`src/fbpsb_pkg.sv`:
```
package fbpsb_pkg;

  localparam int DEPTH = 32;
  localparam int IDX_W = $clog2(DEPTH);
  localparam int CNT_W = $clog2(DEPTH + 1);
  localparam int CQ_DEPTH = 2;
  localparam int OQ_DEPTH = 2;

  localparam logic [2:0] REQ_PUSH_FRONT = 3'd0;
  localparam logic [2:0] REQ_PUSH_BACK  = 3'd1;
  localparam logic [2:0] REQ_POP_FRONT  = 3'd2;
  localparam logic [2:0] REQ_PEEK_FRONT = 3'd3;
  localparam logic [2:0] REQ_LIST_ALL   = 3'd4;

  localparam logic [1:0] STAT_OK    = 2'd0;
  localparam logic [1:0] STAT_EMPTY = 2'd1;
  localparam logic [1:0] STAT_FULL  = 2'd2;

  typedef struct packed {
    logic [2:0]         req_type;
    logic signed [31:0] value;
  } cmd_t;

  typedef struct packed {
    logic signed [31:0] data_value;
    logic [1:0]         status;
    logic               is_last;
    logic               now_empty;
  } res_t;

  function automatic logic [IDX_W-1:0] idx_inc(input logic [IDX_W-1:0] idx);
    logic [IDX_W-1:0] r;
    if (idx == IDX_W'(DEPTH - 1)) begin
      r = '0;
    end else begin
      r = idx + 1'b1;
    end
    return r;
  endfunction

endpackage

```
`src/fbpsb_front.sv`:
```
module fbpsb_front (
  input  logic                 clk,
  input  logic                 rst_n,
  input  logic                 in_push,
  output logic                 in_full,
  input  logic [2:0]           in_req_type,
  input  logic signed [31:0]   in_push_value,
  output logic                 cmd_valid,
  output fbpsb_pkg::cmd_t      cmd,
  input  logic                 cmd_take
);
  import fbpsb_pkg::*;

  cmd_t       q_r [CQ_DEPTH];
  logic       wr_ptr_r, wr_ptr_nxt;
  logic       rd_ptr_r, rd_ptr_nxt;
  logic [1:0] cnt_r, cnt_nxt;
  logic       acc, known, enq, deq;

  assign in_full   = (cnt_r == 2'(CQ_DEPTH));
  assign acc       = in_push && !in_full;
  assign known     = (in_req_type inside {[REQ_PUSH_FRONT:REQ_LIST_ALL]});
  assign enq       = acc && known;
  assign cmd_valid = (cnt_r != 2'd0);
  assign deq       = cmd_take && cmd_valid;
  assign cmd       = q_r[rd_ptr_r];

  always_comb begin
    wr_ptr_nxt = enq ? !wr_ptr_r : wr_ptr_r;
    rd_ptr_nxt = deq ? !rd_ptr_r : rd_ptr_r;
    cnt_nxt    = cnt_r + {1'b0, enq} - {1'b0, deq};
  end

  always_ff @(posedge clk) begin
    if (!rst_n) begin
      wr_ptr_r <= 1'b0;
      rd_ptr_r <= 1'b0;
      cnt_r    <= '0;
    end else begin
      wr_ptr_r <= wr_ptr_nxt;
      rd_ptr_r <= rd_ptr_nxt;
      cnt_r    <= cnt_nxt;
    end
  end

  always_ff @(posedge clk) begin
    if (enq) begin
      q_r[wr_ptr_r] <= '{req_type: in_req_type, value: in_push_value};
    end
  end

endmodule

```
`src/fbpsb_back.sv`:
```
module fbpsb_back (
  input  logic                 clk,
  input  logic                 rst_n,
  input  logic                 cmd_valid,
  input  fbpsb_pkg::cmd_t      cmd,
  output logic                 cmd_take,
  output logic                 out_empty,
  input  logic                 out_pop,
  output fbpsb_pkg::res_t      res
);
  import fbpsb_pkg::*;

  localparam logic [1:0] ST_IDLE = 2'd0;
  localparam logic [1:0] ST_READ = 2'd1;
  localparam logic [1:0] ST_WAIT = 2'd2;

  logic [31:0]      mem [DEPTH];
  logic [31:0]      rd_data_r;

  logic [1:0]       state_r, state_nxt;
  logic [IDX_W-1:0] head_r, head_nxt;
  logic [CNT_W-1:0] count_r, count_nxt;
  logic [IDX_W-1:0] addr_r, addr_nxt;
  logic [CNT_W-1:0] left_r, left_nxt;
  logic             pend_empty_r, pend_empty_nxt;

  logic             mem_we, mem_re;
  logic [IDX_W-1:0] mem_waddr, mem_raddr;
  logic [CNT_W:0]   back_sum;
  logic [IDX_W-1:0] back_idx;

  res_t             oq_r [OQ_DEPTH];
  logic             oq_wp_r, oq_rp_r;
  logic [1:0]       oq_cnt_r, oq_cnt_nxt;
  logic             oq_we, oq_re;
  res_t             oq_wdata;
  logic             oq_full;

  assign oq_full   = (oq_cnt_r == 2'(OQ_DEPTH));
  assign out_empty = (oq_cnt_r == 2'd0);
  assign oq_re     = out_pop && !out_empty;
  assign res       = oq_r[oq_rp_r];

  assign back_sum = {1'b0, CNT_W'(head_r)} + {1'b0, count_r};
  assign back_idx = (back_sum >= (CNT_W+1)'(DEPTH)) ?
                    IDX_W'(back_sum - (CNT_W+1)'(DEPTH)) : IDX_W'(back_sum);

  always_comb begin
    state_nxt      = state_r;
    head_nxt       = head_r;
    count_nxt      = count_r;
    addr_nxt       = addr_r;
    left_nxt       = left_r;
    pend_empty_nxt = pend_empty_r;
    cmd_take       = 1'b0;
    mem_we         = 1'b0;
    mem_waddr      = back_idx;
    mem_re         = 1'b0;
    mem_raddr      = head_r;
    oq_we          = 1'b0;
    oq_wdata       = '{data_value: '0, status: STAT_OK, is_last: 1'b1,
                       now_empty: 1'b0};
    case (state_r)
      ST_IDLE: begin
        if (cmd_valid && !oq_full) begin
          cmd_take = 1'b1;
          case (cmd.req_type)
            REQ_PUSH_FRONT, REQ_PUSH_BACK: begin
              oq_we = 1'b1;
              if (count_r == CNT_W'(DEPTH)) begin
                oq_wdata.status = STAT_FULL;
              end else begin
                mem_we    = 1'b1;
                count_nxt = count_r + 1'b1;
                if (cmd.req_type == REQ_PUSH_FRONT) begin
                  mem_waddr = (head_r == '0) ? IDX_W'(DEPTH - 1) : head_r - 1'b1;
                  head_nxt  = mem_waddr;
                end
              end
              oq_wdata.now_empty = (count_r == '0) && (count_r == CNT_W'(DEPTH));
            end
            REQ_POP_FRONT, REQ_PEEK_FRONT, REQ_LIST_ALL: begin
              if (count_r == '0) begin
                oq_we              = 1'b1;
                oq_wdata.status    = STAT_EMPTY;
                oq_wdata.now_empty = 1'b1;
              end else begin
                mem_re         = 1'b1;
                addr_nxt       = head_r;
                left_nxt       = (cmd.req_type == REQ_LIST_ALL) ? count_r : CNT_W'(1);
                pend_empty_nxt = 1'b0;
                state_nxt      = ST_READ;
                if (cmd.req_type == REQ_POP_FRONT) begin
                  head_nxt       = idx_inc(head_r);
                  count_nxt      = count_r - 1'b1;
                  pend_empty_nxt = (count_r == CNT_W'(1));
                end
              end
            end
            default: begin
            end
          endcase
        end
      end
      ST_READ: begin
        oq_we               = 1'b1;
        oq_wdata.data_value = rd_data_r;
        oq_wdata.is_last    = (left_r == CNT_W'(1));
        oq_wdata.now_empty  = pend_empty_r;
        if (left_r != CNT_W'(1)) begin
          addr_nxt = idx_inc(addr_r);
          left_nxt = left_r - 1'b1;
          if (oq_cnt_r == 2'd0) begin
            mem_re    = 1'b1;
            mem_raddr = idx_inc(addr_r);
          end else begin
            state_nxt = ST_WAIT;
          end
        end else begin
          state_nxt = ST_IDLE;
        end
      end
      ST_WAIT: begin
        mem_raddr = addr_r;
        if (!oq_full) begin
          mem_re    = 1'b1;
          state_nxt = ST_READ;
        end
      end
      default: begin
        state_nxt = ST_IDLE;
      end
    endcase
    oq_cnt_nxt = oq_cnt_r + {1'b0, oq_we} - {1'b0, oq_re};
  end

  always_ff @(posedge clk) begin
    if (!rst_n) begin
      state_r      <= ST_IDLE;
      head_r       <= '0;
      count_r      <= '0;
      addr_r       <= '0;
      left_r       <= '0;
      pend_empty_r <= 1'b0;
      oq_wp_r      <= 1'b0;
      oq_rp_r      <= 1'b0;
      oq_cnt_r     <= '0;
    end else begin
      state_r      <= state_nxt;
      head_r       <= head_nxt;
      count_r      <= count_nxt;
      addr_r       <= addr_nxt;
      left_r       <= left_nxt;
      pend_empty_r <= pend_empty_nxt;
      oq_wp_r      <= oq_we ? !oq_wp_r : oq_wp_r;
      oq_rp_r      <= oq_re ? !oq_rp_r : oq_rp_r;
      oq_cnt_r     <= oq_cnt_nxt;
    end
  end

  always_ff @(posedge clk) begin
    if (mem_we) begin
      mem[mem_waddr] <= cmd.value;
    end
    if (mem_re) begin
      rd_data_r <= mem[mem_raddr];
    end
  end

  always_ff @(posedge clk) begin
    if (oq_we) begin
      oq_r[oq_wp_r] <= oq_wdata;
    end
  end

endmodule

```
`src/front_back_push_sequence_buffer.sv`:
```
// A push result passes through the command queue and the result queue; pop,
// peek and each listed entry also pass through the registered store read.
// Throughput: one push per cycle while the result queue has room; pop and peek hold the
// back end for the store read; a list reads ahead only into an empty result queue.
// Reset (rst_n low, synchronous): both queues empty, buffer empty, head at
// slot 0; store contents stay undefined until written.
module front_back_push_sequence_buffer (
  input  logic                 clk,
  input  logic                 rst_n,
  input  logic                 in_push,
  output logic                 in_full,
  input  logic [2:0]           in_req_type,
  input  logic signed [31:0]   in_push_value,
  output logic                 out_empty,
  input  logic                 out_pop,
  output logic signed [31:0]   out_data_value,
  output logic [1:0]           out_status,
  output logic                 out_is_last,
  output logic                 out_now_empty
);
  import fbpsb_pkg::*;

  logic cmd_valid;
  logic cmd_take;
  cmd_t cmd;
  res_t res;

  fbpsb_front u_front (
    .clk           (clk),
    .rst_n         (rst_n),
    .in_push       (in_push),
    .in_full       (in_full),
    .in_req_type   (in_req_type),
    .in_push_value (in_push_value),
    .cmd_valid     (cmd_valid),
    .cmd           (cmd),
    .cmd_take      (cmd_take)
  );

  fbpsb_back u_back (
    .clk       (clk),
    .rst_n     (rst_n),
    .cmd_valid (cmd_valid),
    .cmd       (cmd),
    .cmd_take  (cmd_take),
    .out_empty (out_empty),
    .out_pop   (out_pop),
    .res       (res)
  );

  assign out_data_value = res.data_value;
  assign out_status     = res.status;
  assign out_is_last    = res.is_last;
  assign out_now_empty  = res.now_empty;

endmodule

```
`config.mk`:
```
export PLATFORM = sky130hd
export DESIGN_NAME = front_back_push_sequence_buffer
export DESIGN_NICKNAME = d
export VERILOG_FILES = /design/src/fbpsb_pkg.sv /design/src/fbpsb_front.sv /design/src/fbpsb_back.sv /design/src/front_back_push_sequence_buffer.sv
export SDC_FILE = /design/constraint.sdc
export NUM_CORES = 1
export LEC_CHECK = 0
export ABC_AREA = 1
export BUFFER_PORTS_ARGS = -buffer_cell sky130_fd_sc_hd__buf_2
export CAP_MARGIN = 40
export CORE_ASPECT_RATIO = 0.9
export CORE_MARGIN = 2
export CORE_UTILIZATION = 45
export CTS_BUF_LIST = sky130_fd_sc_hd__clkbuf_2 sky130_fd_sc_hd__clkbuf_4 sky130_fd_sc_hd__clkbuf_8
export DETAILED_ROUTE_END_ITERATION = 10
export GPL_TIMING_DRIVEN = 0
export PLACE_DENSITY_LB_ADDON = 0.08
export SLEW_MARGIN = 20
export SYNTH_ARGS = -nofsm -noshare
export SYNTH_HDL_FRONTEND = slang
export SYNTH_SLANG_ARGS = --single-unit
```
`constraint.sdc`:
```
create_clock -name clk -period 3.7 [get_ports clk]
set_input_delay 0.555 -clock clk [delete_from_list [all_inputs] [get_ports clk]]
set_output_delay 0.555 -clock clk [all_outputs]
set_load 0.02 [all_outputs]
```
# == Yosys cells after proc, flatten, opt, wreduce, memory -nomap -nowiden ==
# Memories as Yosys holds them, arrays and structs flattened. A register that Yosys moved wholly into a read port is not among the register bits.
# Cells that the tools add are included.
# classes
add_sub_neg,12
mul,0
div,0
order_cmp,3
n_eq_ne,24
shifts,0
muxes,77
n_bitwise,1
reduce_logical,29
# ops
operator,n
$mux 5,19
$mux 6,8
$mux 32,1
$pmux 5 s2,3
$mux 1,28
$pmux 6 s2,2
$mux 2,9
$eq 6x1->1 const B,2
$sub 6x1->6 const B,2
$add 5x1->5 const B,2
$eq 5x5->1 const B,2
$ne 2x2->1 const B,5
$reduce_and 5->1,2
$sub 5x1->5 const B,2
$ne 2x1->1 const B,4
$pmux 1 s2,4
$add 5x6->7,1
$ge 7x6->1 const B,1
$logic_and 1x1->1,7
$logic_not 1->1,7
$reduce_and 7->1,1
$add 6x1->6 const B,1
$eq 2x2->1 const B,3
$eq 3x2->1 const B,2
other kinds (23),28
# totals
ff_bits,33
latchBits,0
ram_bits,1166
rom_bits,0
input_bits,39
n_memories,3
# mem_list
memory,words,width,read_ports,rd_clocked_by_memory_dff,write_ports,line_no,source
u_back.mem,32,32,1,1,1,fbpsb_back.sv:17,logic [31:0] mem [DEPTH];
u_back.oq_r,2,36,1,1,1,fbpsb_back.sv:32,res_t oq_r [OQ_DEPTH];
u_front.q_r,2,35,1,1,1,fbpsb_front.sv:14,cmd_t q_r [CQ_DEPTH];

# == Depth between registers and ports, before layout ==
# depth
ltp_word,8
ltp_mapped,21
ltp_nobuf,19

# == Modules after synthesis ==
# Synthesis repeated with hierarchy kept, for this count alone.
# hier_totals
cells_unflattened,5025
area_unflattened_um2,54355.9
# modules_own_cells
module,n_inst,cells_each,area_per_inst_um2,seq_area_each_um2
fbpsb_back,1,4880,51428.1,34473.1
fbpsb_front,1,145,2927.8,2202.1

# == Worst setup path after synthesis ==
# OpenSTA, ideal clock, no wires.
# synth_timing
kind,register to register
from,register u_back.count_r[1]
to,memory u_back.mem[14][0] (enable)
setup_time_ns,0.421
arrival_ns,3.073
required_ns,3.279
setup_slack_ns,0.206
stages_incl_launch_ff,15
n_path_buf,0
synth_period_minus_slack_ns,3.494
cell_sequence,dfxtp_1 -> inv_1 -> ha_1 -> inv_1 -> nor2_1 -> nand3_1 -> nand2_2 -> nor2_4 -> inv_2 -> nand2_1 -> o21ai_2 -> inv_2 -> nor2_4 -> nand2_2 -> nor2_1
# synth_between
elab_chain_cells,8
elab_cells_between_ends,16
cone_classes,add/sub: 2; order compare: 1; eq/ne: 1; mux: 12
# synth_rtl
item,line_no,source
from (decl),fbpsb_back.sv:22,"logic [CNT_W-1:0] count_r, count_nxt;"
from (signal assigned),fbpsb_back.sv:151,count_r <= count_nxt;
$add 5x6->7,fbpsb_back.sv:44,"assign back_sum = {1'b0, CNT_W'(head_r)} + {1'b0, count_r};"
$ge 7x6->1 / $sub 5x1->5 (equally long branches),"fbpsb_back.sv:45, fbpsb_back.sv:46",
$mux 5,fbpsb_back.sv:45,assign back_idx = (back_sum >= (CNT_W+1)'(DEPTH)) ?
$mux 5,fbpsb_back.sv:75,if (cmd.req_type == REQ_PUSH_FRONT) begin
$mux 5,fbpsb_back.sv:70,if (count_r == CNT_W'(DEPTH)) begin
$mux 5,fbpsb_back.sv:67,case (cmd.req_type)
$mux 5,fbpsb_back.sv:65,if (cmd_valid && !oq_full) begin
$mux 5,fbpsb_back.sv:63,case (state_r)
to (decl),fbpsb_back.sv:17,
# Parallel ways exist; a longest one is shown, timed or not.

# == Worst setup path after layout ==
# layout_timing
from,register u_back.addr_r[0]
to,"register u_back.rd_data_r[14], read port of u_back.mem, data pin"
# layout_between
elab_chain_cells,5
elab_cells_between_ends,6
cone_classes,add/sub: 1; eq/ne: 1; mux: 4
# layout_rtl
item,line_no,source
from (decl),fbpsb_back.sv:23,"logic [IDX_W-1:0] addr_r, addr_nxt;"
from (signal assigned),fbpsb_back.sv:152,addr_r <= addr_nxt;
$add 5x1->5 / $eq 5x5->1 (equally long branches),"fbpsb_pkg.sv:36, fbpsb_pkg.sv:33",
$mux 5,fbpsb_pkg.sv:33,if (idx == IDX_W'(DEPTH - 1)) begin
$mux 5,fbpsb_back.sv:113,if (oq_cnt_r == 2'd0) begin
$mux 5,fbpsb_back.sv:110,if (left_r != CNT_W'(1)) begin
$pmux 5 s2 (*),fbpsb_back.sv:63,
to (decl),fbpsb_back.sv:18,logic [31:0] rd_data_r;
# Every way passes the cells marked *; elsewhere a longest branch is shown, timed or not.
# A chain may end at the register's enable or synchronous reset.

==> impl_metrics.json <==
{
  "track_usage_pct": 26.7,
  "powerDensity_mw_per_mm2": 885,
  "cp-start-kind": "flip-flop",
  "fin_nets": 5500,
  "clkSinkCount": 1233,
  "synth_top_family_by_area": "simple AND/OR/NAND/NOR gates",
  "synth_nets": 5067,
  "cts_tree": "yes",
  "hpwl_microns": 116000,
  "clk_path_buf_depth": 3,
  "die_h_microns": 334,
  "grt_pass1_vias": 35000,
  "dieArea_sq_mm": 0.124,
  "critPathTopFamily": "simple AND/OR/NAND/NOR gates",
  "dieWidth_microns": 371,
  "fin_cells": 7206,
  "viasPerCell": 5.22,
  "fmax_mhz": 275,
  "final_core_util_pct": 52.8,
  "n_fill_cell": 10700,
  "grt_pass1_wl_microns": 237000,
  "critPathBufInv": 3,
  "status": "completed",
  "rsz0062_at_grt": "yes",
  "worst_skew_pair.late_latency_ns": 0.94,
  "p_int_uw": 30500,
  "cpPeakStageDelay_ns": 0.62,
  "num_rows": 121,
  "drt_iter0_markers": 4062,
  "ys_ff_latch": 1233,
  "firstDrtPassIters": 6,
  "path_cells": "ha_1, nand2_1, nor2_1, ha_1, inv_1, nand3_1, nand3_1, nand2_1, a22oi_1, clkbuf_2, buf_2, nand3_1, nand2_2, nand2_2, nand2_1",
  "synth_cell_type_count": 39,
  "drv_cap": 0,
  "netlist_area_sq_mm": 0.0545,
  "ys_warn_count": 0,
  "worstPathArrival_ns": 4.35,
  "synth_top_cell_area_share_pct": 66.0,
  "ioPinCount": 77,
  "irDropWorstVdd_mv": 0.485,
  "dp_cells": 6742,
  "tightest_slew_ns": 0.906,
  "synthAdderAreaFrac_pct": 0.564,
  "finalSetupViolations": 0,
  "fin_skew_ns": 0.0417,
  "root_buffer": "clkbuf_8",
  "syn_to_final_growth_pct": 16.9,
  "final.period_utilization_pct": 98.2,
  "coreArea_sq_mm": 0.121,
  "switching_share_pct": 46.0,
  "synth_cells": 5004,
  "synth_compound_area_share_pct": 1.06,
  "synth.largest_area_cell": "edfxtp_1",
  "synth_mux_area_share_pct": 1.40,
  "ys_seq_area_share_pct": 67.3,
  "hold_viol": 0,
  "worst_setup_path_end_kind": "flip-flop",
  "remaining_drc_errors": 0,
  "port-buffer-count": 75,
  "vias": 37600,
  "p_leak_uw": 0.0262,
  "synth_area_leaders": "edfxtp_1 (66%), nand3_1 (11%), inv_1 (6.5%)",
  "min_path_type": "primary input to flip-flop",
  "p_seq_share_pct": 31.5,
  "overflow": 0,
  "critPathKind": "flip-flop to flip-flop",
  "finalPower_uw": 56400,
  "grt_max_degree": 33,
  "wl_per_cell_microns": 23.0,
  "start_util_pct": 45.2,
  "path_max_fanout": 10,
  "final_antenna_net_count": 0,
  "antenna_found_initial": 13,
  "layout_min_cycle_time_ns": 3.63,
  "synth-xor-area-share_pct": 0.209,
  "maxSlewViolCount": 0,
  "routed_wl_microns": 166000,
  "clk_pin_slew_ns": 0.06,
  "slew_headroom_pct": 39.6,
  "cts_inserted_buffers": 203,
  "slowest_stage": "clkbuf_2",
  "power_frac_comb_pct": 48.0,
  "gp_congestion": 1.02,
  "required_ns": 4.42,
  "syn_area_per_cell_sq_um": 10.9,
  "fin_setup_tns_ns": 0,
  "layout-drive-gt1-share_pct": 16.3,
  "cts-htree-levels": 4,
  "synth-simple-area-share_pct": 20.0,
  "p_sw_uw": 25900,
  "p_clk_share_pct": 20.5
}
-- per-stage QoR --
stage / hold WS (ns) / worst slack [ns] / area (sq um)
2_1_floorplan: 0.422 / 0.206 / 54500
6_report: 0.0821 / 0.0671 / 63800
4_1_cts: 0.00217 / 0.00598 / 62900
3_5_place_dp: 0.441 / -0.791 / 58600
5_1_grt: 0.0745 / -0.0217 / 63700
3_3_place_gp: 0.436 / -1.91 / 56900
-- layout make-up --
cell class,count,area [sq um],share of cell area (%)
antenna,7,17.5,0.0275
buffer,281,1750,2.74
clock buffer,284,3430,5.38
clock inverter,84,428,0.671
inverter,962,3610,5.66
multi-input combinational,2527,13100,20.5
sequential,1233,36700,57.5
tap,1599,2000,3.14
timing repair buffer,229,2760,4.33
-- cell usage in the layout, fill, tap and decap left out, types with 7 or more instances in the layout --
master and count:
inv_1 949, a31oi_1 8, nor2_1 32, dfxtp_1 33, dlygate4sd3_1 37, nand2_2 18, inv_2 13, a21oi_1 32
buf_6 37, xor2_1 8, nand3_1 1161, ha_1 23, buf_16 24, nand2_1 877, diode_2 7, nand3_2 17
clkbuf_8 207, nand3b_1 160, buf_2 223, o21ai_0 30, a211oi_1 8, mux2_2 68, clkbuf_1 42, buf_4 53
clkbuf_2 7, clkinv_2 17, edfxtp_1 1198, buf_1 7, clkbuf_4 97, buf_12 55, clkinv_1 55, nor2_4 40
-- Yosys cell counts --
master and instances:
a211oi_1 8, a21oi_1 32, a22o_1 1, a22oi_1 2, a31o_2 1, a31oi_1 9, buf_1 8, buf_2 178
buf_4 13, buf_6 33, clkbuf_1 50, dfxtp_1 35, edfxtp_1 1198, fa_1 1, ha_1 23, inv_1 949
inv_2 13, mux2_2 68, nand2_1 887, nand2_2 11, nand2_4 1, nand3_1 1178, nand3_4 1, nand3b_1 160
nand4_1 4, nor2_1 67, nor2_2 4, nor2_4 4, nor3_1 5, nor4_1 1, o211ai_1 2, o21ai_0 31
o21ai_1 4, o21ai_2 5, o21ai_4 1, o22ai_1 2, o31ai_1 1, xnor2_1 5, xor2_1 8
-- path summary, 6_finish.rpt --
path	depth (start not counted)	start	slack [ns]	to
setup / recovery	15	u_back.addr_r[0]	0.07	u_back.rd_data_r[14]
hold / removal	5	in_push	0.08	u_front.wr_ptr_r
setup reg to reg	15	u_back.addr_r[0]	0.07	u_back.rd_data_r[14]
hold reg to reg	1	u_front.cnt_r[1]	0.45	u_front.cnt_r[1]
-- worst register-to-register path, delay by kind of cell, from the launching register on --
family	cells	cell delay (ns)
AOI/OAI and AO/OA	1	0.32
adders and majority gates	2	0.40
buffers and inverters	3	1.14
DFF	1	0.36
and+or+nand+nor	9	1.24
-- power by group through the flow --
stage	clock network [uW]	logic, uW	registers [uW]
final	11600	27100	17800
after global routing	12400	28700	17900
after CTS	11800	26300	17800
after detailed placement	0	26000	18100
after global placement	0	25200	18200
after floorplan	0	14000	18000
-- logic make-up (layout without fill, tap and decap cells) --
group           Yosys count  count (layout)
fa+ha+maj                24              24
simple gates           2323            2323
buf+inv                1244            1840
flops                  1233            1233
compound gates           99              99
xor+xnor                 13              13
other cells               0               7
mux                      68              68
-- what timing repair did --
action,CTS,global route
endpoints found under the setup margin,32,484
hold buffers,37,0
pin swaps,0,19
gates resized for setup,32,68
endpoints found under the hold margin,77,0
setup buffers,0,49
-- layer usage --
metal | share of wire, % | GRT usage (%)
met1 | 45 | 39.6
met5 | 0.0072 | 0
met4 | 3.1 | 8.94
met2 | 43 | 39.3
met3 | 8.7 | 4.98
-- sequential cells by signal, indices dropped and copies added (netlist names), 2 cells and up, named ones only --
name              cells
u_back.state_r        2
u_back.count_r        6
u_back.addr_r         5
u_front.cnt_r         2
u_back.oq_cnt_r       2
u_front.q_r          70
u_back.rd_data_r     32
u_back.oq_r          72
u_back.mem         1024
u_back.left_r         6
u_back.head_r         5
No activity file was read; power rests on OpenSTA's default activity.
